File: src/rtl/itar_pkg.sv
// shared types, character codes and digit mapping for the integer to ascii block
package itar_pkg;

    localparam logic [7:0] RADIX_MIN    = 8'd2;
    localparam logic [7:0] RADIX_MAX    = 8'd36;
    localparam logic [7:0] RADIX_SIGNED = 8'd10;

    localparam logic [6:0] CHAR_NUL   = 7'h00;
    localparam logic [6:0] CHAR_MINUS = 7'h2d;
    localparam logic [6:0] CHAR_ZERO  = 7'h30;
    localparam logic [6:0] CHAR_ALPHA = 7'h57;
    localparam logic [5:0] DIGIT_TEN  = 6'd10;

    typedef struct packed {
        logic       invalid;
        logic       negative;
        logic [5:0] radix;
    } cmd_flags_t;

    function automatic logic [6:0] digit_char(input logic [5:0] d);
        logic [6:0] res;
        if (d < DIGIT_TEN) begin
            res = CHAR_ZERO + {1'b0, d};
        end else begin
            res = CHAR_ALPHA + {1'b0, d};
        end
        return res;
    endfunction

endpackage

File: src/rtl/itar_front.sv
// front end: accepts input transfers, classifies radix and sign, forms the magnitude
module itar_front #(
    parameter int WORD_BITS = 16
) (
    input  logic                   aclk,
    input  logic                   aresetn,
    input  logic                   s_valid,
    output logic                   s_ready,
    input  logic signed [15:0]     s_number,
    input  logic        [7:0]      s_radix,
    input  logic                   q_full,
    output logic                   q_push,
    output itar_pkg::cmd_flags_t   q_flags,
    output logic [WORD_BITS-1:0]   q_value
);
    import itar_pkg::*;

    logic [31:0]          number_ext;
    logic [WORD_BITS-1:0] word;
    logic                 radix_bad;
    logic                 is_negative;

    always_comb begin
        number_ext  = {{16{s_number[15]}}, s_number};
        word        = number_ext[WORD_BITS-1:0];
        radix_bad   = (s_radix < RADIX_MIN) || (s_radix > RADIX_MAX);
        is_negative = !radix_bad && (s_radix == RADIX_SIGNED) && word[WORD_BITS-1];
    end

    assign s_ready = !q_full;
    assign q_push  = s_valid && !q_full;

    always_comb begin
        q_flags.invalid  = radix_bad;
        q_flags.negative = is_negative;
        q_flags.radix    = s_radix[5:0];
        // the most negative word wraps to its own unsigned magnitude
        q_value          = is_negative ? (~word + {{(WORD_BITS-1){1'b0}}, 1'b1}) : word;
    end

    // a transfer is never taken with the queue full
    assert property (@(posedge aclk) disable iff (!aresetn) q_full |-> !q_push)
        else $error("push while queue full");
    // a negative flag only goes with radix ten
    assert property (@(posedge aclk) disable iff (!aresetn)
        (q_push && q_flags.negative) |-> (s_radix == RADIX_SIGNED))
        else $error("negative flag outside radix ten");
    // an invalid command carries no sign
    assert property (@(posedge aclk) disable iff (!aresetn)
        (q_push && q_flags.invalid) |-> !q_flags.negative)
        else $error("invalid command marked negative");

endmodule

File: src/rtl/itar_fifo.sv
// two entry command queue between front and back
module itar_fifo #(
    parameter int WORD_BITS = 16
) (
    input  logic                   aclk,
    input  logic                   aresetn,
    input  logic                   push,
    input  itar_pkg::cmd_flags_t   push_flags,
    input  logic [WORD_BITS-1:0]   push_value,
    output logic                   full,
    input  logic                   pop,
    output logic                   not_empty,
    output itar_pkg::cmd_flags_t   pop_flags,
    output logic [WORD_BITS-1:0]   pop_value
);
    import itar_pkg::*;

    cmd_flags_t           flags_mem [2];
    logic [WORD_BITS-1:0] value_mem [2];
    logic                 wr_ptr_reg, wr_ptr_next;
    logic                 rd_ptr_reg, rd_ptr_next;
    logic [1:0]           count_reg, count_next;
    logic                 do_pop;

    assign full      = (count_reg == 2'd2);
    assign not_empty = (count_reg != 2'd0);
    assign do_pop    = pop && not_empty;
    assign pop_flags = flags_mem[rd_ptr_reg];
    assign pop_value = value_mem[rd_ptr_reg];

    always_comb begin
        wr_ptr_next = push ? !wr_ptr_reg : wr_ptr_reg;
        rd_ptr_next = do_pop ? !rd_ptr_reg : rd_ptr_reg;
        count_next  = count_reg + {1'b0, push} - {1'b0, do_pop};
    end

    always_ff @(posedge aclk) begin
        if (!aresetn) begin
            wr_ptr_reg <= 1'b0;
            rd_ptr_reg <= 1'b0;
            count_reg  <= 2'd0;
        end else begin
            wr_ptr_reg <= wr_ptr_next;
            rd_ptr_reg <= rd_ptr_next;
            count_reg  <= count_next;
        end
    end

    always_ff @(posedge aclk) begin
        if (push) begin
            flags_mem[wr_ptr_reg] <= push_flags;
            value_mem[wr_ptr_reg] <= push_value;
        end
    end

    assert property (@(posedge aclk) disable iff (!aresetn) count_reg != 2'd3)
        else $error("queue count overflow");
    assert property (@(posedge aclk) disable iff (!aresetn)
        (count_reg == 2'd0) |-> (wr_ptr_reg == rd_ptr_reg))
        else $error("empty queue with pointers apart");
    assert property (@(posedge aclk) disable iff (!aresetn)
        (push && !do_pop && count_reg == 2'd1) |=> full)
        else $error("queue did not fill");

endmodule

File: src/rtl/itar_back.sv
// back end: bit serial divider, digit stack and character emitter
module itar_back #(
    parameter int WORD_BITS = 16
) (
    input  logic                   aclk,
    input  logic                   aresetn,
    input  logic                   q_not_empty,
    output logic                   q_pop,
    input  itar_pkg::cmd_flags_t   q_flags,
    input  logic [WORD_BITS-1:0]   q_value,
    output logic                   m_valid,
    input  logic                   m_ready,
    output logic [6:0]             m_character,
    output logic                   m_last_char
);
    import itar_pkg::*;

    localparam int IDX_BITS = $clog2(WORD_BITS);
    localparam int SP_BITS  = $clog2(WORD_BITS + 1);
    localparam int CNT_BITS = $clog2(WORD_BITS);
    localparam logic [CNT_BITS-1:0] CNT_TOP = CNT_BITS'(WORD_BITS - 1);

    localparam logic [2:0] ST_IDLE = 3'd0;
    localparam logic [2:0] ST_SIGN = 3'd1;
    localparam logic [2:0] ST_DIV  = 3'd2;
    localparam logic [2:0] ST_EMIT = 3'd3;
    localparam logic [2:0] ST_TERM = 3'd4;

    logic [2:0]           state_reg, state_next;
    logic [WORD_BITS-1:0] quot_reg, quot_next;
    logic [5:0]           rem_reg, rem_next;
    logic [5:0]           radix_reg, radix_next;
    logic [CNT_BITS-1:0]  cnt_reg, cnt_next;
    logic [SP_BITS-1:0]   sp_reg, sp_next;
    logic [5:0]           stack [WORD_BITS];
    logic                 out_valid_reg, out_valid_next;
    logic [6:0]           char_reg, char_next;
    logic                 last_reg, last_next;

    logic                 slot_free;
    logic [6:0]           rem_shift;
    logic                 qbit;
    logic [5:0]           rem_step;
    logic [WORD_BITS-1:0] quot_step;
    logic [SP_BITS-1:0]   sp_dec;
    logic                 push_digit;

    assign slot_free   = !out_valid_reg || m_ready;
    assign m_valid     = out_valid_reg;
    assign m_character = char_reg;
    assign m_last_char = last_reg;
    assign sp_dec      = sp_reg - SP_BITS'(1);

    // one restoring division step per cycle
    always_comb begin
        rem_shift = {rem_reg, quot_reg[WORD_BITS-1]};
        qbit      = (rem_shift >= {1'b0, radix_reg});
        rem_step  = qbit ? 6'(rem_shift - {1'b0, radix_reg}) : rem_shift[5:0];
        quot_step = {quot_reg[WORD_BITS-2:0], qbit};
    end

    always_comb begin
        state_next     = state_reg;
        quot_next      = quot_reg;
        rem_next       = rem_reg;
        radix_next     = radix_reg;
        cnt_next       = cnt_reg;
        sp_next        = sp_reg;
        out_valid_next = out_valid_reg && !m_ready;
        char_next      = char_reg;
        last_next      = last_reg;
        q_pop          = 1'b0;
        push_digit     = 1'b0;
        unique case (state_reg)
            ST_IDLE: begin
                if (q_not_empty) begin
                    q_pop      = 1'b1;
                    quot_next  = q_value;
                    radix_next = q_flags.radix;
                    rem_next   = 6'd0;
                    cnt_next   = CNT_TOP;
                    sp_next    = '0;
                    priority if (q_flags.invalid) begin
                        state_next = ST_TERM;
                    end else if (q_flags.negative) begin
                        state_next = ST_SIGN;
                    end else begin
                        state_next = ST_DIV;
                    end
                end
            end
            ST_SIGN: begin
                if (slot_free) begin
                    out_valid_next = 1'b1;
                    char_next      = CHAR_MINUS;
                    last_next      = 1'b0;
                    state_next     = ST_DIV;
                end
            end
            ST_DIV: begin
                quot_next = quot_step;
                rem_next  = rem_step;
                cnt_next  = cnt_reg - CNT_BITS'(1);
                if (cnt_reg == '0) begin
                    // digit done: stack the remainder, go again on a nonzero quotient
                    push_digit = 1'b1;
                    sp_next    = sp_reg + SP_BITS'(1);
                    rem_next   = 6'd0;
                    cnt_next   = CNT_TOP;
                    if (quot_step == '0) begin
                        state_next = ST_EMIT;
                    end
                end
            end
            ST_EMIT: begin
                if (slot_free) begin
                    out_valid_next = 1'b1;
                    char_next      = digit_char(stack[sp_dec[IDX_BITS-1:0]]);
                    last_next      = 1'b0;
                    sp_next        = sp_dec;
                    if (sp_dec == '0) begin
                        state_next = ST_TERM;
                    end
                end
            end
            ST_TERM: begin
                if (slot_free) begin
                    out_valid_next = 1'b1;
                    char_next      = CHAR_NUL;
                    last_next      = 1'b1;
                    state_next     = ST_IDLE;
                end
            end
            default: begin
                state_next = ST_IDLE;
            end
        endcase
    end

    always_ff @(posedge aclk) begin
        if (!aresetn) begin
            state_reg     <= ST_IDLE;
            sp_reg        <= '0;
            out_valid_reg <= 1'b0;
        end else begin
            state_reg     <= state_next;
            sp_reg        <= sp_next;
            out_valid_reg <= out_valid_next;
        end
    end

    always_ff @(posedge aclk) begin
        quot_reg  <= quot_next;
        rem_reg   <= rem_next;
        radix_reg <= radix_next;
        cnt_reg   <= cnt_next;
        char_reg  <= char_next;
        last_reg  <= last_next;
        if (push_digit) begin
            stack[sp_reg[IDX_BITS-1:0]] <= rem_step;
        end
    end

    assert property (@(posedge aclk) disable iff (!aresetn)
        sp_reg <= SP_BITS'(WORD_BITS))
        else $error("digit stack overflow");
    assert property (@(posedge aclk) disable iff (!aresetn)
        (state_reg == ST_EMIT) |-> (sp_reg != '0))
        else $error("emit with empty digit stack");
    assert property (@(posedge aclk) disable iff (!aresetn)
        (state_reg == ST_DIV) |-> (rem_reg < radix_reg))
        else $error("partial remainder not below radix");
    assert property (@(posedge aclk) disable iff (!aresetn)
        (state_reg == ST_TERM && slot_free) |=> (state_reg == ST_IDLE && last_reg))
        else $error("terminator not issued");

endmodule

File: src/rtl/integer_to_ascii_radix.sv
// top level of the integer to ascii converter, radix 2 to 36
//
// input channel s_*: one transfer carries a signed 16 bit s_number and an
// 8 bit s_radix. result channel m_*: one transfer per character, most
// significant digit first, then a zero character with m_last_char high.
// radix 10 prints a leading '-' for negative words; other radices print the
// unsigned WORD_BITS pattern; a radix outside 2..36 gives only the terminator.
// the front classifies each transfer and writes a two entry command queue,
// so up to two items are taken while the back is still busy.
// the back divides bit serially: each digit takes a full pass over all
// WORD_BITS quotient bits, and that divider loop sets the rate. a minus sign
// is emitted after the item is taken from the queue and before the division;
// the digits follow once all of them are stacked, and the back takes the next
// item from the queue only after the terminator.
// when m_ready is low the output register holds its character and the back
// waits before its next character, though a division in progress goes on;
// the queue keeps accepting until it is full.
// reset (aresetn low, synchronous) empties the queue and the output register.
module integer_to_ascii_radix #(
    parameter int WORD_BITS = 16
) (
    input  logic               aclk,
    input  logic               aresetn,
    input  logic               s_valid,
    output logic               s_ready,
    input  logic signed [15:0] s_number,
    input  logic        [7:0]  s_radix,
    output logic               m_valid,
    input  logic               m_ready,
    output logic        [6:0]  m_character,
    output logic               m_last_char
);
    import itar_pkg::*;

    logic                 q_push;
    logic                 q_full;
    logic                 q_pop;
    logic                 q_not_empty;
    cmd_flags_t           push_flags;
    cmd_flags_t           pop_flags;
    logic [WORD_BITS-1:0] push_value;
    logic [WORD_BITS-1:0] pop_value;

    itar_front #(.WORD_BITS(WORD_BITS)) u_front (
        .aclk     (aclk),
        .aresetn  (aresetn),
        .s_valid  (s_valid),
        .s_ready  (s_ready),
        .s_number (s_number),
        .s_radix  (s_radix),
        .q_full   (q_full),
        .q_push   (q_push),
        .q_flags  (push_flags),
        .q_value  (push_value)
    );

    itar_fifo #(.WORD_BITS(WORD_BITS)) u_fifo (
        .aclk       (aclk),
        .aresetn    (aresetn),
        .push       (q_push),
        .push_flags (push_flags),
        .push_value (push_value),
        .full       (q_full),
        .pop        (q_pop),
        .not_empty  (q_not_empty),
        .pop_flags  (pop_flags),
        .pop_value  (pop_value)
    );

    itar_back #(.WORD_BITS(WORD_BITS)) u_back (
        .aclk        (aclk),
        .aresetn     (aresetn),
        .q_not_empty (q_not_empty),
        .q_pop       (q_pop),
        .q_flags     (pop_flags),
        .q_value     (pop_value),
        .m_valid     (m_valid),
        .m_ready     (m_ready),
        .m_character (m_character),
        .m_last_char (m_last_char)
    );

endmodule
File: config.mk
export PLATFORM = sky130hd
export DESIGN_NAME = integer_to_ascii_radix
export DESIGN_NICKNAME = d
export VERILOG_FILES = /design/src/rtl/itar_pkg.sv /design/src/rtl/itar_front.sv /design/src/rtl/itar_fifo.sv /design/src/rtl/itar_back.sv /design/src/rtl/integer_to_ascii_radix.sv
export SDC_FILE = /design/constraint.sdc
export NUM_CORES = 1
export LEC_CHECK = 0
export BUFFER_PORTS_ARGS = -buffer_cell sky130_fd_sc_hd__clkbuf_2
export CAP_MARGIN = 20
export CORE_UTILIZATION = 44
export CTS_BUF_LIST = sky130_fd_sc_hd__clkbuf_16
export CTS_CLUSTER_SIZE = 28
export DETAILED_ROUTE_END_ITERATION = 7
export GPL_ROUTABILITY_DRIVEN = 1
export GPL_TIMING_DRIVEN = 1
export MAX_ROUTING_LAYER = met4
export SYNTH_ARGS = -nofsm -noshare
export SYNTH_HDL_FRONTEND = slang
export SYNTH_SLANG_ARGS = --single-unit
File: constraint.sdc
create_clock -name aclk -period 10.5 [get_ports aclk]
set_input_delay 1.05 -clock aclk [delete_from_list [all_inputs] [get_ports aclk]]
set_output_delay 1.05 -clock aclk [all_outputs]
set_load 0.01 [all_outputs]
==> flow_summary.yaml, run 1 <==
floorplan:
  fp.dieW_um: 144
  io_pins: 38
  rows: 51
  die_y_um: 144
  coreArea_um2: 19700
  fp.dieArea_um2: 20800
  start_util_pct: 45.2
clock_tree:
  root_buffer: "clkbuf_16"
  cts.repair.resized: 0
  clkSlewWorstSetupHoldPaths_ns: 0.07
  cts_tree: "done"
  clockBufferDepth: 2
  cts-buffers-inserted: 17
  cts_hold_buf: 0
  htree_levels: 4
  postCtsSetupRepairBufs: 0
  clk_latency_ns: 0.43
  cts_sinks: 198
detailed_routing:
  wl_per_cell_um: 17.9
  drc_errors: 0
  wirelength_um: 16700
  drtAntennaViolNets: 0
  routed_via_density: 5.42
  dr.pass1.iters: 5
  vias: 5060
  drt-initial-drc-count: 385
cells_and_area:
  diodes: 0
  drive_above_1_share_pct: 19.0
  largest_reg_flops: 96
  fin_nets: 704
  synthToLayoutAreaGrowth_pct: 11.6
  stdcell_area_um2: 9920
  final_core_util_pct: 50.5
  fin_cells: 933
synth:
  synth.area.top_cells: "edfxtp_1, mux4_2, mux2i_1"
  synth_nets: 665
  synth_top_family_by_area: "multiplexers"
  synthCells: 616
  ys_seq_area_share_pct: 65.4
  ys_ff_latch: 198
  dominantRegCellSynth: "edfxtp_1"
  async_reset_ff_share_pct: 0
  synthesis.area_um2: 8880
  synth.avg_cell_area_um2: 14.4
  synth_simple_gate_area_share_pct: 9.49
  synth_warnings: 0
  synth_cell_types: 59
  yosysMostFrequentCell: "edfxtp_1"
  synthTopCellsByCount: "edfxtp_1, nand2_1, nor2_1, mux2i_1, o21ai_0"
  synth_edf_count: 184
  synth_compound_area_share_pct: 6.85
  yosys.area.top_type_share_pct: 62.2
  yosys.area.top_type: "edfxtp_1"
  synth_mux_area_share_pct: 10.2
  synthXorXnorAreaFrac_pct: 2.76
  synth-adder-area-share_pct: 3.04
sta:
  max_freq_mhz: 222
  setup-violations-final: 0
  rsz0062_at_grt: "false"
  setup_tns_ns: 0
  tightest_slew_ns: 1.02
  layout_min_cycle_time_ns: 4.51
  slew_headroom_pct: 30.9
  hold_violations: 0
  fin_crit_sh_pct: 43.0
  skew_ns: 0.0116
  slew_viol_final: 0
global_routing:
  grt_pass1_vias: 5043
  grtUsageTotal_pct: 17.8
  grt_max_degree: 34
  grt-ovfl-total: 0
  grt_pass1_wl_um: 26700
  antenna_found_initial: 0
outcome:
  status: "finished clean"
placed_design:
  placed_cell_area_um2: 9340
  gp_congestion: 0.870
  dp_hpwl_um: 11600
  dp_cells: 899
  numPortBuffers: 37
critical_path:
  cp_max_fo: 32
  required_ns: 10.77
  crit_type: "reg2reg"
  critPathArrivalTime_ns: 4.78
  end_kind: "flip-flop"
  startpoint_type: "flip-flop"
power_and_ir_drop:
  power.total_mw: 2.98
  p_per_area_nw_per_um2: 301
  combPwrFrac_pct: 37.4
  total_leakage_power_nw: 3.36
  ir_drop_v: 0.000134
  internal-power_mw: 1.91
  p_clk_share_pct: 20.2
  power.switching_mw: 1.08
  power_frac_seq_pct: 42.4
  sw_frac_of_total_pct: 36.1
flow_run:
  maxCapViolCount: 0
min_path:
  min_path_type: "reg2reg"
-- metal layers --
| layer | part of all wire [%] | global-route usage, % | up-vias |
|---|---|---|---|
| met2 | 49 | 28.8 | 117 |
| met4 | 1.2 | 6.16 | 0 |
| met5 | 0 | - | - |
| li1 | - | - | 2402 |
| met1 | 46 | 22.7 | 2522 |
| met3 | 3.3 | 3.21 | 19 |
-- per-stage QoR --
stage	hold slack [ns]	worst slack [ns]
after floorplan	0.522	6.65
after global placement	0.522	6.17
after global routing	0.562	5.57
after detailed placement	0.532	5.97
final	0.552	5.99
after CTS	0.554	5.96
-- area by class of cell --
type,instances,area (um2)
fillers,1694,9740
flip-flops and latches,198,5810
multi-input cells,370,2890
clock buffers,17,425
well taps,265,332
repair buffers,45,263
clock inverters,15,116
inverters,23,86.3
-- final timing paths --
check                           slack, ns               endpoint  cells past startpoint             start
worst max-delay path                 5.99  u_back.m_character[5]                     13  u_back.sp_reg[0]
worst min-delay path                 0.55         u_back.m_valid                      2    u_back.m_valid
worst max register to register       5.99  u_back.m_character[5]                     13  u_back.sp_reg[0]
worst min register to register       0.55         u_back.m_valid                      2    u_back.m_valid
-- logic make-up (layout without fill, tap and decap cells) --
kind of cell    Yosys count  count (layout)
compound gates           90              90
xor+xnor                 25              25
fa+ha+maj                21              21
buf+inv                  48             100
flops                   198             198
mux                      64              64
simple gates            170             170
-- critical path: stages, from the launching register on --
cell and delay [ns]:
dfxtp_2 0.93, inv_2 0.15, ha_1 1.03, mux4_2 0.40, nor2b_1 0.14, a211oi_1 0.24, a21oi_1 0.11, inv_1 0.21
ha_1 0.18, inv_1 0.08, a211oi_4 0.23, nor2_2 0.13, or3b_1 0.39, a21oi_1 0.13
-- power by group through the flow --
stage | Combinational, mW | Sequential, mW | Clock (mW)
after floorplan | 0.816 | 1.25 | 0
after global placement | 1.05 | 1.28 | 0
after detailed placement | 1.10 | 1.29 | 0
after CTS | 1.10 | 1.27 | 0.613
after global routing | 1.24 | 1.28 | 0.642
final | 1.12 | 1.27 | 0.601
-- placed cells by master (no fill, tap or decap), drive strengths merged, types with 7 or more instances in the layout --
master  count
and2       15
nor2b      13
clkbuf     55
ha         20
nor3       19
mux4       20
xnor2      22
mux2i      30
inv        30
mux2       14
nand2b      7
edfxtp    184
nor2       42
a21oi      21
nand2      47
a22oi       8
dfxtp      14
buf         7
nor4        7
o21ai      29
(Power assumes the default switching activity.)
==> run 2: changes to the inputs <==
- ABC_AREA: not set -> 1
- clock period: 10.5 -> 3.8 ns (I/O delays scaled with it)
==> run 2 against run 1 <==
Net effect: sequential power rose to 2.8 times the previous value; hold slack got worse by 0.38 ns; final cell count rose by 27%; wire length rose by 7.4%; synthesized area rose by 2.6%; combinational power rose to 3.3 times the previous value; critical endpoint is now u_back.m_character[2]; largest power group is now combinational logic.
==> flow_summary.yaml, run 2 <==
clock_tree:
  cts_tree: "done"
  clockBufferDepth: 2
  clkSlewWorstSetupHoldPaths_ns: 0.07
  htree_levels: 4
  cts-buffers-inserted: 17
  clk_latency_ns: 0.43
  root_buffer: "clkbuf_16"
  cts_hold_buf: 0
  cts.repair.resized: 0
  cts_sinks: 198
  postCtsSetupRepairBufs: 0
sta:
  max_freq_mhz: 337
  worst_slack_ns: 0.831
  rsz0062_at_grt: "false"
  slew_viol_final: 0
  fin_crit_sh_pct: 78.1
  hold_violations: 0
  layout_min_cycle_time_ns: 2.97
  setup-violations-final: 0
  slew_headroom_pct: 44.7
  tightest_slew_ns: 0.826
  setup_tns_ns: 0
  skew_ns: 0.00843
synth:
  synthesis.area_um2: 9120
  synthCells: 861
  synth_compound_area_share_pct: 8.50
  yosys.area.top_type: "edfxtp_1"
  synth_nets: 910
  yosysMostFrequentCell: "edfxtp_1"
  synth_edf_count: 184
  synth.avg_cell_area_um2: 10.6
  ys_ff_latch: 198
  synth_simple_gate_area_share_pct: 15.6
  async_reset_ff_share_pct: 0
  synth_mux_area_share_pct: 0.974
  synth_cell_types: 44
  synthXorXnorAreaFrac_pct: 2.09
  ys_seq_area_share_pct: 63.7
  synth.area.top_cells: "edfxtp_1, nand2_1, nor2_1"
  synth_top_family_by_area: "simple AND/OR/NAND/NOR gates"
  yosys.area.top_type_share_pct: 60.6
  synthTopCellsByCount: "edfxtp_1, nand2_1, nor2_1, inv_1, o21ai_0"
  synth_warnings: 0
  dominantRegCellSynth: "edfxtp_1"
  synth-adder-area-share_pct: 2.96
critical_path:
  cp_max_fo: 15
  startpoint_type: "flip-flop"
  worst_path_max_delay_cell: "inv_1"
  worst-path-buf-inv: 3
  crit_chain: "inv_1 > ha_1 > inv_1 > o21ai_0 > o221ai_1 > o211ai_1 > nand2_1 > inv_1 > ha_1 > nand3_2 > nand2_4 > nand2_1 > nand2_1 > nand3_1 > nand2_1"
  crit_family: "buffers and inverters"
  critPathArrivalTime_ns: 3.14
  r2r_start: "u_back.sp_reg[1]"
  cp_slowest_stage_delay_ns: 0.43
  required_ns: 3.97
  crit_top_cell: "nand2_1"
  startpoint: "u_back.sp_reg[1]"
  crit_type: "reg2reg"
  end_kind: "flip-flop"
placed_design:
  dpl_worst_slack_ns: 0.679
  gp_congestion: 0.782
  dp_hpwl_um: 12100
  numPortBuffers: 37
detailed_routing:
  drc_errors: 0
  drtAntennaViolNets: 0
  wirelength_um: 17900
  wl_per_cell_um: 15.1
  routed_via_density: 5.01
  vias: 5920
  drt-initial-drc-count: 373
  dr.pass1.iters: 6
global_routing:
  grt_pass1_wl_um: 29300
  gr-max-usage-layer: "met2"
  antenna_found_initial: 0
  grt_pass1_vias: 5726
  grtUsageTotal_pct: 18.4
  met2_usage_pct: 29.5
  grt_max_degree: 53
  grtUsageMet1_pct: 23.7
  grt_use_met3_pct: 3.35
  grt-ovfl-total: 0
floorplan:
  coreArea_um2: 20300
  rows: 52
  die_y_um: 146
  io_pins: 38
  start_util_pct: 44.9
  fp.dieW_um: 146
  fp.dieArea_um2: 21300
cells_and_area:
  layout_commonest_cell: "edfxtp_1"
  fin_nets: 948
  diodes: 0
  num-fill-cells: 1808
  largest_reg_flops: 96
  final_cell_mix: "edfxtp_1, nand2_1, nor2_1"
  synthToLayoutAreaGrowth_pct: 11.5
  drive_above_1_share_pct: 12.8
min_path:
  hp-start: "s_radix[4]"
  min_path_type: "in2reg"
power_and_ir_drop:
  power_frac_seq_pct: 39.4
  p_per_area_nw_per_um2: 882
  combPwrFrac_pct: 41.1
  internal-power_mw: 5.35
  power.switching_mw: 3.61
  total_leakage_power_nw: 3.89
  ir_drop_v: 0.000356
  sw_frac_of_total_pct: 40.3
  p_clk_share_pct: 19.4
flow_run:
  maxCapViolCount: 0
outcome:
  status: "finished clean"
[run 2: cell count changes in the layout (fill, tap and decap cells not counted), sizes merged, moves of 29 or more]
cell / delta
o21ai: +58
mux2i: -29
inv: +84
nand3: +44
nor2: +78
nand2: +97
[run 2: through the flow]
| step | power (mW) | area (um2) | util, % | std cells | hold slack (ns) |
|---|---|---|---|---|---|
| after global routing | 9.60 | 10200 | 50.1 | 1182 | 0.163 |
| after CTS | 9.00 | 10200 | 50.0 | 1181 | 0.153 |
| after global placement | 7.22 | 9580 | 47.2 | 1149 | 0.436 |
| final | 8.96 | 10200 | 50.1 | 1182 | 0.170 |
| after detailed placement | 7.26 | 9580 | 47.2 | 1149 | 0.437 |
| after floorplan | 6.14 | 9120 | - | 861 | 0.426 |
[run 2: metal layers]
metal	part of all wire [%]	up-vias
met4	1.7	0
met5	0	-
met1	46	2757
met3	4.0	24
met2	48	125
li1	-	3014
[run 2: power groups by stage]
stage	logic, mW	registers (mW)	clock network, mW
finish	3.68	3.53	1.74
global route	4.17	3.57	1.86
CTS	3.69	3.54	1.77
detailed placement	3.68	3.58	0
global placement	3.64	3.58	0
floorplan	2.61	3.53	0
[run 2: path summary, 6_finish.rpt]
kind	slack, ns	to	cells after the start
max	0.83	u_back.m_character[2]	15
min	0.17	u_fifo.flags_mem[1][4]	1
max reg2reg	0.83	u_back.m_character[2]	15
min reg2reg	0.45	u_fifo.rd_ptr_reg	1
[run 2: area by class of cell]
| cell class | count | area (um2) | area share, % |
|---|---|---|---|
| clock buffer | 17 | 425 | 4.19 |
| clock inverter | 15 | 151 | 1.49 |
| inverter | 109 | 412 | 4.05 |
| multi-input combinational | 524 | 2750 | 27.1 |
| sequential | 198 | 5810 | 57.1 |
| tap | 270 | 338 | 3.32 |
| timing repair buffer | 49 | 275 | 2.71 |
[run 2: kinds of logic after synthesis]
group,count (synthesis)
AOI/OAI and AO/OA,139
DFF,198
xor gates and xnor gates,20
buffers and inverters,139
and+or+nand+nor,336
muxes,8
adders and majority gates,21
